`src/rtl/core/weighted_priority_aging_scheduler_unit_defines.svh`:
```
// ----------------------------------------------------------------------------
// Weighted priority aging scheduler assertion macros
// Shared concurrent-assertion wrappers, clocked on aclk, off during reset.
// ----------------------------------------------------------------------------
`ifndef WEIGHTED_PRIORITY_AGING_SCHEDULER_UNIT_DEFINES_SVH
`define WEIGHTED_PRIORITY_AGING_SCHEDULER_UNIT_DEFINES_SVH

// Same-cycle implication
`define WPAS_ASSERT_NOW(label, ante, cons, msg) \
    label: assert property (@(posedge aclk) disable iff (!aresetn) (ante) |-> (cons)) \
        else $error(msg);

// Next-cycle implication
`define WPAS_ASSERT_NEXT(label, ante, cons, msg) \
    label: assert property (@(posedge aclk) disable iff (!aresetn) (ante) |=> (cons)) \
        else $error(msg);

`endif

```
`src/rtl/core/wpas_pkg.sv`:
```
// ----------------------------------------------------------------------------
// Weighted priority aging scheduler package
// Widths, register indexes, reset values, shared types and the lane score.
// ----------------------------------------------------------------------------
package wpas_pkg;

    // Lane storage
    localparam int NUM_LANES    = 4;
    localparam int LANE_IDX_W   = (NUM_LANES > 1) ? $clog2(NUM_LANES) : 1;

    // Field widths
    localparam int LANE_FIELD_W = 4;
    localparam int VEH_W        = 10;
    localparam int WAIT_W       = 12;
    localparam int WIDTH_W      = 4;
    localparam int SCORE_W      = 14;
    localparam int BOOST_W      = 8;
    localparam int DISCH_W      = 8;
    localparam int STEP_W       = 8;

    // Stream widths (fields packed from bit 0, padded to bytes)
    localparam int S_TDATA_W    = 32;
    localparam int M_TDATA_W    = 48;

    // Configuration port
    localparam int CFG_INDEX_W  = 8;
    localparam int CFG_DATA_W   = 12;

    localparam logic [CFG_INDEX_W-1:0] CFG_AGING_THRESHOLD  = 8'd0;
    localparam logic [CFG_INDEX_W-1:0] CFG_AGING_BOOST      = 8'd1;
    localparam logic [CFG_INDEX_W-1:0] CFG_DISCHARGE_AMOUNT = 8'd2;
    localparam logic [CFG_INDEX_W-1:0] CFG_WAIT_STEP        = 8'd3;

    localparam logic [WAIT_W-1:0]  RST_AGING_THRESHOLD  = 12'd30;
    localparam logic [BOOST_W-1:0] RST_AGING_BOOST      = 8'd20;
    localparam logic [DISCH_W-1:0] RST_DISCHARGE_AMOUNT = 8'd5;
    localparam logic [STEP_W-1:0]  RST_WAIT_STEP        = 8'd10;

    localparam logic [WAIT_W-1:0]  WAIT_MAX = '1;

    // Schedule item action codes
    localparam logic ACT_LOAD     = 1'b0;
    localparam logic ACT_SCHEDULE = 1'b1;

    // Controller to datapath commands
    typedef struct packed {
        logic                  load_en;
        logic                  scan_en;
        logic                  scan_first;
        logic                  upd_en;
        logic                  push;
        logic [LANE_IDX_W-1:0] idx;
    } ctrl_cmd_t;

    // Datapath to controller status
    typedef struct packed {
        logic out_free;
    } dp_stat_t;

    // Score: 2*count + 3*wait + width, plus boost once the wait passes threshold
    function automatic logic [SCORE_W-1:0] lane_score(
        input logic [VEH_W-1:0]   veh,
        input logic [WAIT_W-1:0]  wt,
        input logic [WIDTH_W-1:0] wd,
        input logic [WAIT_W-1:0]  thr,
        input logic [BOOST_W-1:0] boost
    );
        logic [SCORE_W-1:0] s;
        s = SCORE_W'({veh, 1'b0}) + SCORE_W'({wt, 1'b0}) + SCORE_W'(wt) + SCORE_W'(wd);
        if (wt > thr) begin
            s = s + SCORE_W'(boost);
        end
        return s;
    endfunction

endpackage

```
`src/rtl/core/wpas_ctrl.sv`:
```
// ----------------------------------------------------------------------------
// Scheduler controller
// Sequences accept, lane scan, lane update and result hand-off.
// ----------------------------------------------------------------------------
`include "weighted_priority_aging_scheduler_unit_defines.svh"

module wpas_ctrl (
    input  logic                  aclk,
    input  logic                  aresetn,
    input  logic                  s_tvalid,
    input  logic                  s_action,
    output logic                  s_tready,
    input  wpas_pkg::dp_stat_t    stat,
    output wpas_pkg::ctrl_cmd_t   cmd
);

    localparam logic [1:0] ST_IDLE   = 2'd0;
    localparam logic [1:0] ST_SCAN   = 2'd1;
    localparam logic [1:0] ST_UPDATE = 2'd2;
    localparam logic [1:0] ST_PUSH   = 2'd3;

    localparam logic [wpas_pkg::LANE_IDX_W-1:0] LAST_LANE =
        wpas_pkg::LANE_IDX_W'(wpas_pkg::NUM_LANES - 1);

    logic [1:0]                      state_reg, state_next;
    logic [wpas_pkg::LANE_IDX_W-1:0] cnt_reg, cnt_next;
    logic                            s_beat;
    logic                            last_lane;

    assign s_tready  = (state_reg == ST_IDLE);
    assign s_beat    = s_tvalid && s_tready;
    assign last_lane = (cnt_reg == LAST_LANE);

    // Next state and lane counter
    always_comb begin
        state_next = state_reg;
        cnt_next   = cnt_reg;
        unique case (state_reg)
            ST_IDLE: begin
                cnt_next = '0;
                if (s_beat && (s_action == wpas_pkg::ACT_SCHEDULE)) begin
                    state_next = ST_SCAN;
                end
            end
            ST_SCAN: begin
                if (last_lane) begin
                    state_next = ST_UPDATE;
                    cnt_next   = '0;
                end else begin
                    cnt_next = cnt_reg + 1'b1;
                end
            end
            ST_UPDATE: begin
                if (last_lane) begin
                    state_next = ST_PUSH;
                    cnt_next   = '0;
                end else begin
                    cnt_next = cnt_reg + 1'b1;
                end
            end
            ST_PUSH: begin
                if (stat.out_free) begin
                    state_next = ST_IDLE;
                end
            end
            default: begin
                state_next = ST_IDLE;
            end
        endcase
    end

    always_ff @(posedge aclk) begin
        if (!aresetn) begin
            state_reg <= ST_IDLE;
            cnt_reg   <= '0;
        end else begin
            state_reg <= state_next;
            cnt_reg   <= cnt_next;
        end
    end

    // Commands to the datapath
    always_comb begin
        cmd.load_en    = s_beat && (s_action == wpas_pkg::ACT_LOAD);
        cmd.scan_en    = (state_reg == ST_SCAN);
        cmd.scan_first = (state_reg == ST_SCAN) && (cnt_reg == '0);
        cmd.upd_en     = (state_reg == ST_UPDATE);
        cmd.push       = (state_reg == ST_PUSH) && stat.out_free;
        cmd.idx        = cnt_reg;
    end

    `WPAS_ASSERT_NOW(a_push_needs_slot, cmd.push, stat.out_free, "push into a full output slot")
    `WPAS_ASSERT_NEXT(a_push_then_ready, cmd.push, s_tready, "not ready after a push")
    `WPAS_ASSERT_NEXT(a_scan_to_update, (state_reg == ST_SCAN) && last_lane,
        cmd.upd_en && (cmd.idx == '0), "update did not follow the last scanned lane")

endmodule

```
`src/rtl/core/wpas_dp.sv`:
```
// ----------------------------------------------------------------------------
// Scheduler datapath
// Lane registers, configuration registers, score compare and result register.
// ----------------------------------------------------------------------------
`include "weighted_priority_aging_scheduler_unit_defines.svh"

module wpas_dp (
    input  logic                                  aclk,
    input  logic                                  aresetn,
    // configuration writes
    input  logic                                  cfg_we,
    input  logic [wpas_pkg::CFG_INDEX_W-1:0]      cfg_index,
    input  logic [wpas_pkg::CFG_DATA_W-1:0]       cfg_data,
    // load fields
    input  logic [wpas_pkg::LANE_FIELD_W-1:0]     in_lane_index,
    input  logic [wpas_pkg::VEH_W-1:0]            in_vehicle_count,
    input  logic [wpas_pkg::WAIT_W-1:0]           in_waiting_time,
    input  logic [wpas_pkg::WIDTH_W-1:0]          in_road_width,
    // control
    input  wpas_pkg::ctrl_cmd_t                   cmd,
    output wpas_pkg::dp_stat_t                    stat,
    // result channel
    output logic                                  m_tvalid,
    input  logic                                  m_tready,
    output logic [wpas_pkg::M_TDATA_W-1:0]        m_tdata
);

    localparam int PAD_W = wpas_pkg::M_TDATA_W - wpas_pkg::LANE_FIELD_W - wpas_pkg::VEH_W
                         - wpas_pkg::WAIT_W - wpas_pkg::WIDTH_W - wpas_pkg::SCORE_W;

    localparam logic [wpas_pkg::LANE_FIELD_W:0] LANE_LIMIT =
        (wpas_pkg::LANE_FIELD_W + 1)'(wpas_pkg::NUM_LANES);

    // Configuration registers
    logic [wpas_pkg::WAIT_W-1:0]  thr_reg;
    logic [wpas_pkg::BOOST_W-1:0] boost_reg;
    logic [wpas_pkg::DISCH_W-1:0] disch_reg;
    logic [wpas_pkg::STEP_W-1:0]  step_reg;

    // Lane state
    logic [wpas_pkg::VEH_W-1:0]   veh_reg   [wpas_pkg::NUM_LANES];
    logic [wpas_pkg::WAIT_W-1:0]  wait_reg  [wpas_pkg::NUM_LANES];
    logic [wpas_pkg::WIDTH_W-1:0] width_reg [wpas_pkg::NUM_LANES];

    // Best lane so far
    logic [wpas_pkg::LANE_IDX_W-1:0] best_idx_reg;
    logic [wpas_pkg::SCORE_W-1:0]    best_score_reg;
    logic [wpas_pkg::VEH_W-1:0]      best_veh_reg;
    logic [wpas_pkg::WAIT_W-1:0]     best_wait_reg;
    logic [wpas_pkg::WIDTH_W-1:0]    best_width_reg;

    // Output slot
    logic                         m_valid_reg;
    logic [wpas_pkg::M_TDATA_W-1:0] m_data_reg;

    logic [wpas_pkg::VEH_W-1:0]   cur_veh;
    logic [wpas_pkg::WAIT_W-1:0]  cur_wait;
    logic [wpas_pkg::WIDTH_W-1:0] cur_width;
    logic [wpas_pkg::SCORE_W-1:0] cur_score;
    logic [wpas_pkg::WAIT_W:0]    wait_sum;
    logic [wpas_pkg::WAIT_W-1:0]  wait_grown;
    logic [wpas_pkg::VEH_W-1:0]   veh_drained;
    logic                         load_hit;

    // Read the lane under the counter
    assign cur_veh   = veh_reg[cmd.idx];
    assign cur_wait  = wait_reg[cmd.idx];
    assign cur_width = width_reg[cmd.idx];
    assign cur_score = wpas_pkg::lane_score(cur_veh, cur_wait, cur_width, thr_reg, boost_reg);

    // Grow a waiting lane, saturating; drain the green lane, floored at zero
    assign wait_sum    = {1'b0, cur_wait} + (wpas_pkg::WAIT_W + 1)'(step_reg);
    assign wait_grown  = wait_sum[wpas_pkg::WAIT_W] ? wpas_pkg::WAIT_MAX
                                                    : wait_sum[wpas_pkg::WAIT_W-1:0];
    assign veh_drained = (cur_veh > wpas_pkg::VEH_W'(disch_reg))
                       ? cur_veh - wpas_pkg::VEH_W'(disch_reg) : '0;

    assign load_hit = cmd.load_en && ({1'b0, in_lane_index} < LANE_LIMIT);

    // Configuration writes
    always_ff @(posedge aclk) begin
        if (!aresetn) begin
            thr_reg   <= wpas_pkg::RST_AGING_THRESHOLD;
            boost_reg <= wpas_pkg::RST_AGING_BOOST;
            disch_reg <= wpas_pkg::RST_DISCHARGE_AMOUNT;
            step_reg  <= wpas_pkg::RST_WAIT_STEP;
        end else if (cfg_we) begin
            unique case (cfg_index)
                wpas_pkg::CFG_AGING_THRESHOLD:  thr_reg   <= cfg_data;
                wpas_pkg::CFG_AGING_BOOST:      boost_reg <= cfg_data[wpas_pkg::BOOST_W-1:0];
                wpas_pkg::CFG_DISCHARGE_AMOUNT: disch_reg <= cfg_data[wpas_pkg::DISCH_W-1:0];
                wpas_pkg::CFG_WAIT_STEP:        step_reg  <= cfg_data[wpas_pkg::STEP_W-1:0];
                default: begin
                end
            endcase
        end
    end

    // Lane loads and per-lane updates
    always_ff @(posedge aclk) begin
        if (!aresetn) begin
            for (int k = 0; k < wpas_pkg::NUM_LANES; k++) begin
                veh_reg[k]   <= '0;
                wait_reg[k]  <= '0;
                width_reg[k] <= '0;
            end
        end else if (load_hit) begin
            veh_reg[in_lane_index[wpas_pkg::LANE_IDX_W-1:0]]   <= in_vehicle_count;
            wait_reg[in_lane_index[wpas_pkg::LANE_IDX_W-1:0]]  <= in_waiting_time;
            width_reg[in_lane_index[wpas_pkg::LANE_IDX_W-1:0]] <= in_road_width;
        end else if (cmd.upd_en) begin
            if (cmd.idx == best_idx_reg) begin
                veh_reg[cmd.idx]  <= veh_drained;
                wait_reg[cmd.idx] <= '0;
            end else begin
                wait_reg[cmd.idx] <= wait_grown;
            end
        end
    end

    // Track the best lane; strict compare keeps the lowest index on ties
    always_ff @(posedge aclk) begin
        if (cmd.scan_en && (cmd.scan_first || (cur_score > best_score_reg))) begin
            best_idx_reg   <= cmd.idx;
            best_score_reg <= cur_score;
            best_veh_reg   <= cur_veh;
            best_wait_reg  <= cur_wait;
            best_width_reg <= cur_width;
        end
    end

    // Output slot: load on push, drop once taken
    assign stat.out_free = !m_valid_reg || m_tready;

    always_ff @(posedge aclk) begin
        if (!aresetn) begin
            m_valid_reg <= 1'b0;
        end else if (cmd.push) begin
            m_valid_reg <= 1'b1;
        end else if (m_tready) begin
            m_valid_reg <= 1'b0;
        end
    end

    always_ff @(posedge aclk) begin
        if (cmd.push) begin
            m_data_reg <= {PAD_W'(0), best_score_reg, best_width_reg, best_wait_reg,
                           best_veh_reg, wpas_pkg::LANE_FIELD_W'(best_idx_reg)};
        end
    end

    assign m_tvalid = m_valid_reg;
    assign m_tdata  = m_data_reg;

    `WPAS_ASSERT_NEXT(a_best_monotonic, cmd.scan_en && !cmd.scan_first,
        best_score_reg >= $past(best_score_reg), "best score dropped during scan")
    `WPAS_ASSERT_NEXT(a_green_wait_cleared, cmd.upd_en && (cmd.idx == best_idx_reg),
        wait_reg[$past(cmd.idx)] == '0, "green lane wait not cleared")
    `WPAS_ASSERT_NOW(a_no_load_midrun, cmd.load_en, !cmd.scan_en && !cmd.upd_en,
        "load taken while a schedule runs")

endmodule

```
`src/rtl/core/weighted_priority_aging_scheduler_unit.sv`:
```
// ----------------------------------------------------------------------------
// Weighted priority aging scheduler
// Picks a green lane by weighted score with an aging boost, then updates lanes.
// ----------------------------------------------------------------------------
// A load beat (tuser = 0) writes one lane's count, wait and width in the cycle it
// is accepted; a lane index past the last lane is dropped. A schedule beat
// (tuser = 1) is handled in steps from accept to the next ready: one lane is
// scored per cycle through a single scorer and compared against the best so
// far, then one lane per cycle is drained or aged
// through a single update unit, and the result goes into a one-entry output
// register. The input stays ready while that register waits to be taken; only
// the hand-off of a further result waits for it. Configuration writes are taken
// every cycle and must be issued while the block is idle.
module weighted_priority_aging_scheduler_unit (
    input  logic                                aclk,
    input  logic                                aresetn,
    // configuration write channel
    input  logic                                cfg_valid,
    output logic                                cfg_ready,
    input  logic [wpas_pkg::CFG_INDEX_W-1:0]    cfg_index,
    input  logic [wpas_pkg::CFG_DATA_W-1:0]     cfg_data,
    // input stream
    input  logic                                s_tvalid,
    output logic                                s_tready,
    // lane_index[3:0], vehicle_count[13:4], waiting_time[25:14], road_width[29:26]
    input  logic [wpas_pkg::S_TDATA_W-1:0]      s_tdata,
    // action[0]
    input  logic                                s_tuser,
    // result stream
    output logic                                m_tvalid,
    input  logic                                m_tready,
    // green_lane[3:0], green_vehicles[13:4], green_wait[25:14], green_width[29:26],
    // green_priority[43:30]
    output logic [wpas_pkg::M_TDATA_W-1:0]      m_tdata
);

    wpas_pkg::ctrl_cmd_t cmd;
    wpas_pkg::dp_stat_t  stat;

    assign cfg_ready = 1'b1;

    wpas_ctrl u_ctrl (
        .aclk     (aclk),
        .aresetn  (aresetn),
        .s_tvalid (s_tvalid),
        .s_action (s_tuser),
        .s_tready (s_tready),
        .stat     (stat),
        .cmd      (cmd)
    );

    wpas_dp u_dp (
        .aclk             (aclk),
        .aresetn          (aresetn),
        .cfg_we           (cfg_valid),
        .cfg_index        (cfg_index),
        .cfg_data         (cfg_data),
        .in_lane_index    (s_tdata[3:0]),
        .in_vehicle_count (s_tdata[13:4]),
        .in_waiting_time  (s_tdata[25:14]),
        .in_road_width    (s_tdata[29:26]),
        .cmd              (cmd),
        .stat             (stat),
        .m_tvalid         (m_tvalid),
        .m_tready         (m_tready),
        .m_tdata          (m_tdata)
    );

endmodule
```
`config.mk`:
```
export PLATFORM = sky130hd
export DESIGN_NAME = weighted_priority_aging_scheduler_unit
export DESIGN_NICKNAME = d
export VERILOG_FILES = /design/src/rtl/core/wpas_pkg.sv /design/src/rtl/core/wpas_ctrl.sv /design/src/rtl/core/wpas_dp.sv /design/src/rtl/core/weighted_priority_aging_scheduler_unit.sv
export VERILOG_INCLUDE_DIRS = /design/src /design/src/rtl/core
export SDC_FILE = /design/constraint.sdc
export NUM_CORES = 1
export LEC_CHECK = 0
export ABC_CLOCK_PERIOD_IN_PS = 22300
export BUFFER_PORTS_ARGS = -buffer_cell sky130_fd_sc_hd__buf_2
export CORE_MARGIN = 5
export CORE_UTILIZATION = 35
export DETAILED_ROUTE_END_ITERATION = 16
export PLACE_DENSITY_LB_ADDON = 0.08
export SYNTH_ARGS = -nofsm -noshare
export SYNTH_HDL_FRONTEND = slang
export SYNTH_SLANG_ARGS = --single-unit
```
`constraint.sdc`:
```
create_clock -name aclk -period 22.3 [get_ports aclk]
set_clock_uncertainty 0.15 [all_clocks]
set_input_delay 5.575 -clock aclk [delete_from_list [all_inputs] [get_ports aclk]]
set_output_delay 5.575 -clock aclk [all_outputs]
set_load 0.005 [all_outputs]
```
-- Yosys cells after proc, flatten, opt, wreduce, memory -nomap -nowiden
Memories as Yosys holds them, arrays and structs flattened. A register that Yosys moved wholly into a read port is not among the register bits.
Cells that the tools add are included.
- reduce and logical (&&, ||, !) cells: 26
- bitwise gates (word level): 2
- mux-type cells: 48
- $lt $le $gt $ge: 4
- add/subtract/negate cells: 7
- eq/ne operators: 12
- operators by type and width (cell ; count):
    $mux 12 ; 4
    $mux 2 ; 16
    $mux 10 ; 3
    $reduce_or 12->1 ; 2
    $mux 1 ; 21
    $reduce_or 10->1 ; 2
    $eq 8x2->1 const B ; 2
    $add 11x13->14 ; 1
    $add 14x12->14 ; 1
    $add 14x4->14 ; 1
    $add 14x8->14 ; 1
    $gt 14x14->1 ; 1
    $mux 14 ; 1
    $add 12x8->13 ; 1
    $gt 12x12->1 ; 1
    $gt 10x8->1 ; 1
    $sub 10x8->10 ; 1
    $eq 8x1->1 const B ; 1
    $logic_not 8->1 ; 1
    $pmux 2 s4 ; 1
    $reduce_and 2->1 ; 4
    $logic_and 1x1->1 ; 7
    $eq 2x2->1 const B ; 3
    $logic_not 2->1 ; 2
    other kinds (16) ; 20
- output and inout bits: 51
- logic and storage cells: 115
- RAM bits: 104
- bits of input ports: 58
- register bits after elaboration: 125
- memories kept: 3
- memories (memory ; depth ; bits a word ; read ports ; clocked after memory_dff ; wr ports ; RTL line ; source):
    u_dp.wait_reg ; 4 ; 12 ; 1 ; 1 ; 4 ; wpas_dp.sv:42 ; logic [wpas_pkg::WAIT_W-1:0] wait_reg [wpas_pkg::NUM_LANES];
    u_dp.veh_reg ; 4 ; 10 ; 1 ; 1 ; 4 ; wpas_dp.sv:41 ; logic [wpas_pkg::VEH_W-1:0] veh_reg [wpas_pkg::NUM_LANES];
    u_dp.width_reg ; 4 ; 4 ; 1 ; 1 ; 4 ; wpas_dp.sv:43 ; logic [wpas_pkg::WIDTH_W-1:0] width_reg [wpas_pkg::NUM_LANES];

-- Logic depth before layout (Yosys ltp)
- depth after elaboration: 10
- mapped depth: 24
- gate-level depth less buffers: 22

-- Hierarchy
From an unflattened synthesis, not the netlist that was laid out.
- cell total of the unflattened synthesis: 975
- area total of the unflattened synthesis: 12064.1 sq um
- by module, submodules not included (module ; area each (sq um) ; cells an instance ; sequential area each (sq um) ; instances):
    wpas_dp ; 11726.2 ; 939 ; 6386.1 ; 1
    wpas_ctrl ; 326.6 ; 34 ; 80.1 ; 1
    weighted_priority_aging_scheduler_unit ; 11.3 ; 2 ; 0.0 ; 1

-- Worst setup path after synthesis
OpenSTA, ideal clock, no wires.
- path kind: input to register
- start point: input m_tready
- end point: register u_dp.m_data_reg, in the netlist u_dp.m_tdata[0] (enable)
- library setup time: 0.446 ns
- arrival time: 7.521 ns
- setup slack: 14.182 ns
- path buffers: 0
- stages: 2
- required time: 21.704 ns
- cell sequence: nor2b_1 -> nor2b_1
- RTL lines (element ; RTL line ; source):
    from (decl) ; weighted_priority_aging_scheduler_unit.sv:31 ; input logic m_tready,
    to (signal assigned) ; wpas_dp.sv:147 ; m_data_reg <= {PAD_W'(0), best_score_reg, best_width_reg, best_wait_reg,
    to (decl) ; wpas_dp.sv:54 ; logic [wpas_pkg::M_TDATA_W-1:0] m_data_reg;

==> run summary <==
The cell sitting at the root of the clock tree is a sky130_fd_sc_hd__clkbuf_16. The row count came out at 68. The worst hold path cell count came out at 0.

In the synthesized netlist the async set-or-reset flop fraction comes to 0%. The maximum vdd ir drop is around 70 uV. During placement, the flow inserted port buffers numbering between 90 and 100. The y dimension of the die came out at about 200 um. The first-pass GRT wire length is between 40000 and 50000 um. The number of gates resized after cts is 0. The top cell types in the final layout, fill and taps aside, are sky130_fd_sc_hd__edfxtp_1 (188), sky130_fd_sc_hd__inv_1 (116), sky130_fd_sc_hd__buf_2 (99).

The register with the most flip-flops in the layout has 48 of them. The depth of the CTS H-tree came out at 1. The fraction of layout cells with a size suffix above 1 is between 10% and 20%.

Measured against its own limit, the worst slew margin works out to approximately 27%. The detailed-placement wirelength estimate came out at 22300 um. Dividing total power by cell area gives a power density of 151 nW/um^2.

STA classifies the critical path endpoint as a flip-flop. The final-layout setup total negative slack came out at 0 ps. The net switching power of the design is around 820 uW.

The detailed router used layers up to and including met4. The number of vias in the routed layout is 7704. For the finished layout, the period the worst path requires is between 8000 and 9000 ps.

At the pin with the least slew margin, the transition time is approximately 1100 ps. The internal portion of the total power is approximately 1.3 mW. The detailed-routed wire length on met2 came out at approximately 15000 um. The static leakage is 5.78 nW. The number of fill cells is 3380. The critical path is of the primary input to flip-flop type. The part of the cycle the worst path needs is 38.6%. Data on the critical path is required at its endpoint by ~22000 ps. The detailed-router iteration count before antenna repair came out at 5.

The number of enable flip-flop cells after synthesis is around 190. The number of inserted diodes is 0. The count of nets left with antenna violations once routing finished came out at 0. The count of distinct cell types in the synthesized netlist is 69. The floorplan step defined a die boundary enclosing just under 40000 um^2. The flip-flop and latch count after synthesis came out at 231. The count of clock tree sinks came out at 231. Of the synthesized area, sequential elements account for a little over half. Buffers added to address setup during post-CTS repair amount to 0. The detail-routed net length per standard cell is about 19 um. The critical path arrival is roughly 8600 ps. The met3 routed wirelength came out at ~1000 um. The detailed-routing wirelength on met1 came out at 14100 um. In this run, flip-flops and latches consume between 20 and 30% of the power.

In this run the worst path has a maximum fanout of between 50 and 60. The routability-driven placement congestion ratio is just over 0.8. For this run, design rule violations remaining after detail routing come to 0.

The max-capacitance violation count is 0. After floorplanning, the core was sized to cover approximately 34000 um^2. From synthesis to final layout, the design area changed by 15.6%. The end of the worst hold path is u_dp.m_tdata[15]$_DFFE_PP_. TritonCTS built the clock tree. For this configuration, the core starts out at a cell density of 35.4%. The global-route congestion overflow total is 0. The number of clock buffers added by TritonCTS is 27. The via count of the first global-routing pass is about 8000. In this run, placement finished with an instance count of around 1500. The worst hold path begins at u_dp.best_wait_reg[1]$_DFFE_PP_. For this run, the leading register cell type out of synthesis is sky130_fd_sc_hd__edfxtp_1. Synthesis produced a netlist whose cell count is 1007. The boundary pin count came out at 109. After clock tree synthesis, the flow added hold-fix buffers numbering 0. The clock slew seen by the registers of the worst setup and hold paths is 60 ps.

The pin count of the biggest net entering global routing came out at 60. STA classifies the critical path startpoint as a primary input. The number of cells traversed by the worst register-to-register path is 20. The number of standard cells in the layout, taps in and fillers out came out at about 1600. The final-report hold violation count was 0. The x dimension of the die came out at 197 um. The number of warnings printed during yosys synthesis is 0.

The total standard cell area after synthesis is 12200 um^2. In this run the deepest clock path goes through 3 buffers. The final-report setup violation count is 0.

The mean area per synthesized cell is roughly 12 um^2. The register-to-register setup slack is 14740 ps. For this run, the total global-route usage over all layers was measured as between 10% and 20%. The flow ran to the end, and the final reports show no timing, DRC or antenna violations. Of the total power, the share spent switching nets is 38.3%. The most common cell after layout, fill and taps aside is sky130_fd_sc_hd__edfxtp_1. The number of nets in the finished design is 1266. The portion of total power attributed to the clock network is about 22%.

The number of antenna violations at the first check in global routing came out at 0. The peak clock frequency supported by timing is about 120 MHz. Setup repair after global routing left no endpoint under its margin. After the first detailed-routing iteration, the DRC count stood at around 480. The part of the power in combinational logic came out at about half. The number of pins with negative max-slew slack in the final report came out at 0. The worst-skew pair later-pin latency is 530 ps. The endpoint identified for the worst register-to-register timing path is u_dp.best_veh_reg[7]$_DFFE_PP_.

In this run the worst hold path is classified as flip-flop to flip-flop. The routed wire length came out at 30300 um. The post-detailed-route via-to-cell ratio is roughly 5.
## metal layers
layer | vias to the layer above | global-route usage (%)
li1 | 3808 | -
met1 | 3761 | 21.6
met2 | 104 | 26.5
met3 | 31 | 2.05
met4 | 0 | 2.77
met5 | - | 0
## worst max-delay path, stage by stage
cell and delay [ps]:
sky130_fd_sc_hd__buf_2 70, sky130_fd_sc_hd__buf_4 470, sky130_fd_sc_hd__inv_1 330, sky130_fd_sc_hd__or4_1 790
sky130_fd_sc_hd__o22ai_1 380, sky130_fd_sc_hd__nand2_1 400, sky130_fd_sc_hd__nand2_1 550
## layout make-up
type	count	area [um^2]	share of cell area [%]
Tap cell	455	569	4.04
Timing Repair Buffer	107	556	3.94
Clock inverter	11	180	1.28
Multi-Input combinational cell	628	5110	36.3
Clock buffer	38	737	5.23
Inverter	116	435	3.09
Sequential cell	231	6510	46.2
## kinds of logic (layout without fill, tap and decap cells)
| logic type | count (synthesis) | count (layout) | share of synthesized area, % |
|---|---|---|---|
| and+or+nand+nor | 263 | 263 | 10.9 |
| DFF | 231 | 231 | 53.3 |
| AOI/OAI and AO/OA | 157 | 157 | 8.66 |
| buffers and inverters | 153 | 272 | 5.07 |
| adders and majority gates | 97 | 97 | 11.0 |
| muxes | 74 | 74 | 8.81 |
| xor gates and xnor gates | 30 | 30 | 2.15 |
| other | 2 | 7 | 0.0616 |
## per-stage QoR
stage	utilization (%)	hold slack (ps)	setup WS, ps	power (mW)	cell area, um^2
finish	40.9	268	13690	2.13	14100
global route	40.9	279	13510	2.32	14100
CTS	40.9	269	13590	2.17	14100
detailed placement	38.3	255	13030	1.70	13200
global placement	38.3	253	13020	1.70	13200
floorplan	-	250	14180	1.43	12200
## power groups by stage
stage	sequential [mW]	combinational (mW)	clock [mW]
after floorplan	0.600	0.829	0
after global placement	0.611	1.09	0
after detailed placement	0.612	1.09	0
after CTS	0.604	1.09	0.473
after global routing	0.610	1.22	0.492
final	0.601	1.07	0.460
## synthesized netlist by cell type (13+ instances only)
library cell / instances / area share, %
sky130_fd_sc_hd__o21a_1: 14 / 0.86
sky130_fd_sc_hd__inv_1: 116 / 3.6
sky130_fd_sc_hd__o21ai_0: 24 / 0.98
sky130_fd_sc_hd__nand2_1: 59 / 1.8
sky130_fd_sc_hd__fa_1: 17 / 2.8
sky130_fd_sc_hd__edfxtp_1: 188 / 46
sky130_fd_sc_hd__clkbuf_1: 20 / 0.62
sky130_fd_sc_hd__ha_1: 80 / 8.2
sky130_fd_sc_hd__nor2b_1: 35 / 1.8
sky130_fd_sc_hd__mux2i_1: 41 / 3.4
sky130_fd_sc_hd__mux4_2: 26 / 4.8
sky130_fd_sc_hd__dfxtp_1: 43 / 7.1
sky130_fd_sc_hd__nor2_1: 80 / 2.5
sky130_fd_sc_hd__a21oi_1: 49 / 2.0
sky130_fd_sc_hd__xnor2_1: 22 / 1.6
sky130_fd_sc_hd__and2_1: 13 / 0.67
## how the worst max path moves through the flow
stage,depth (start not counted),slack (ps),end,startpoint
6_report,7,13690,u_dp.veh_reg[1][3]$_SDFFCE_PN0P_,aresetn
5_1_grt,7,13510,u_dp.veh_reg[1][2]$_SDFFCE_PN0P_,aresetn
3_5_place_dp,7,13030,u_dp.veh_reg[1][5]$_SDFFCE_PN0P_,aresetn
3_3_place_gp,7,13020,u_dp.veh_reg[1][5]$_SDFFCE_PN0P_,aresetn
2_1_floorplan,2,14180,u_dp.m_tdata[0]$_DFFE_PP_,m_tready
4_1_cts,7,13590,u_dp.veh_reg[1][2]$_SDFFCE_PN0P_,aresetn
(Power assumes the default switching activity.)
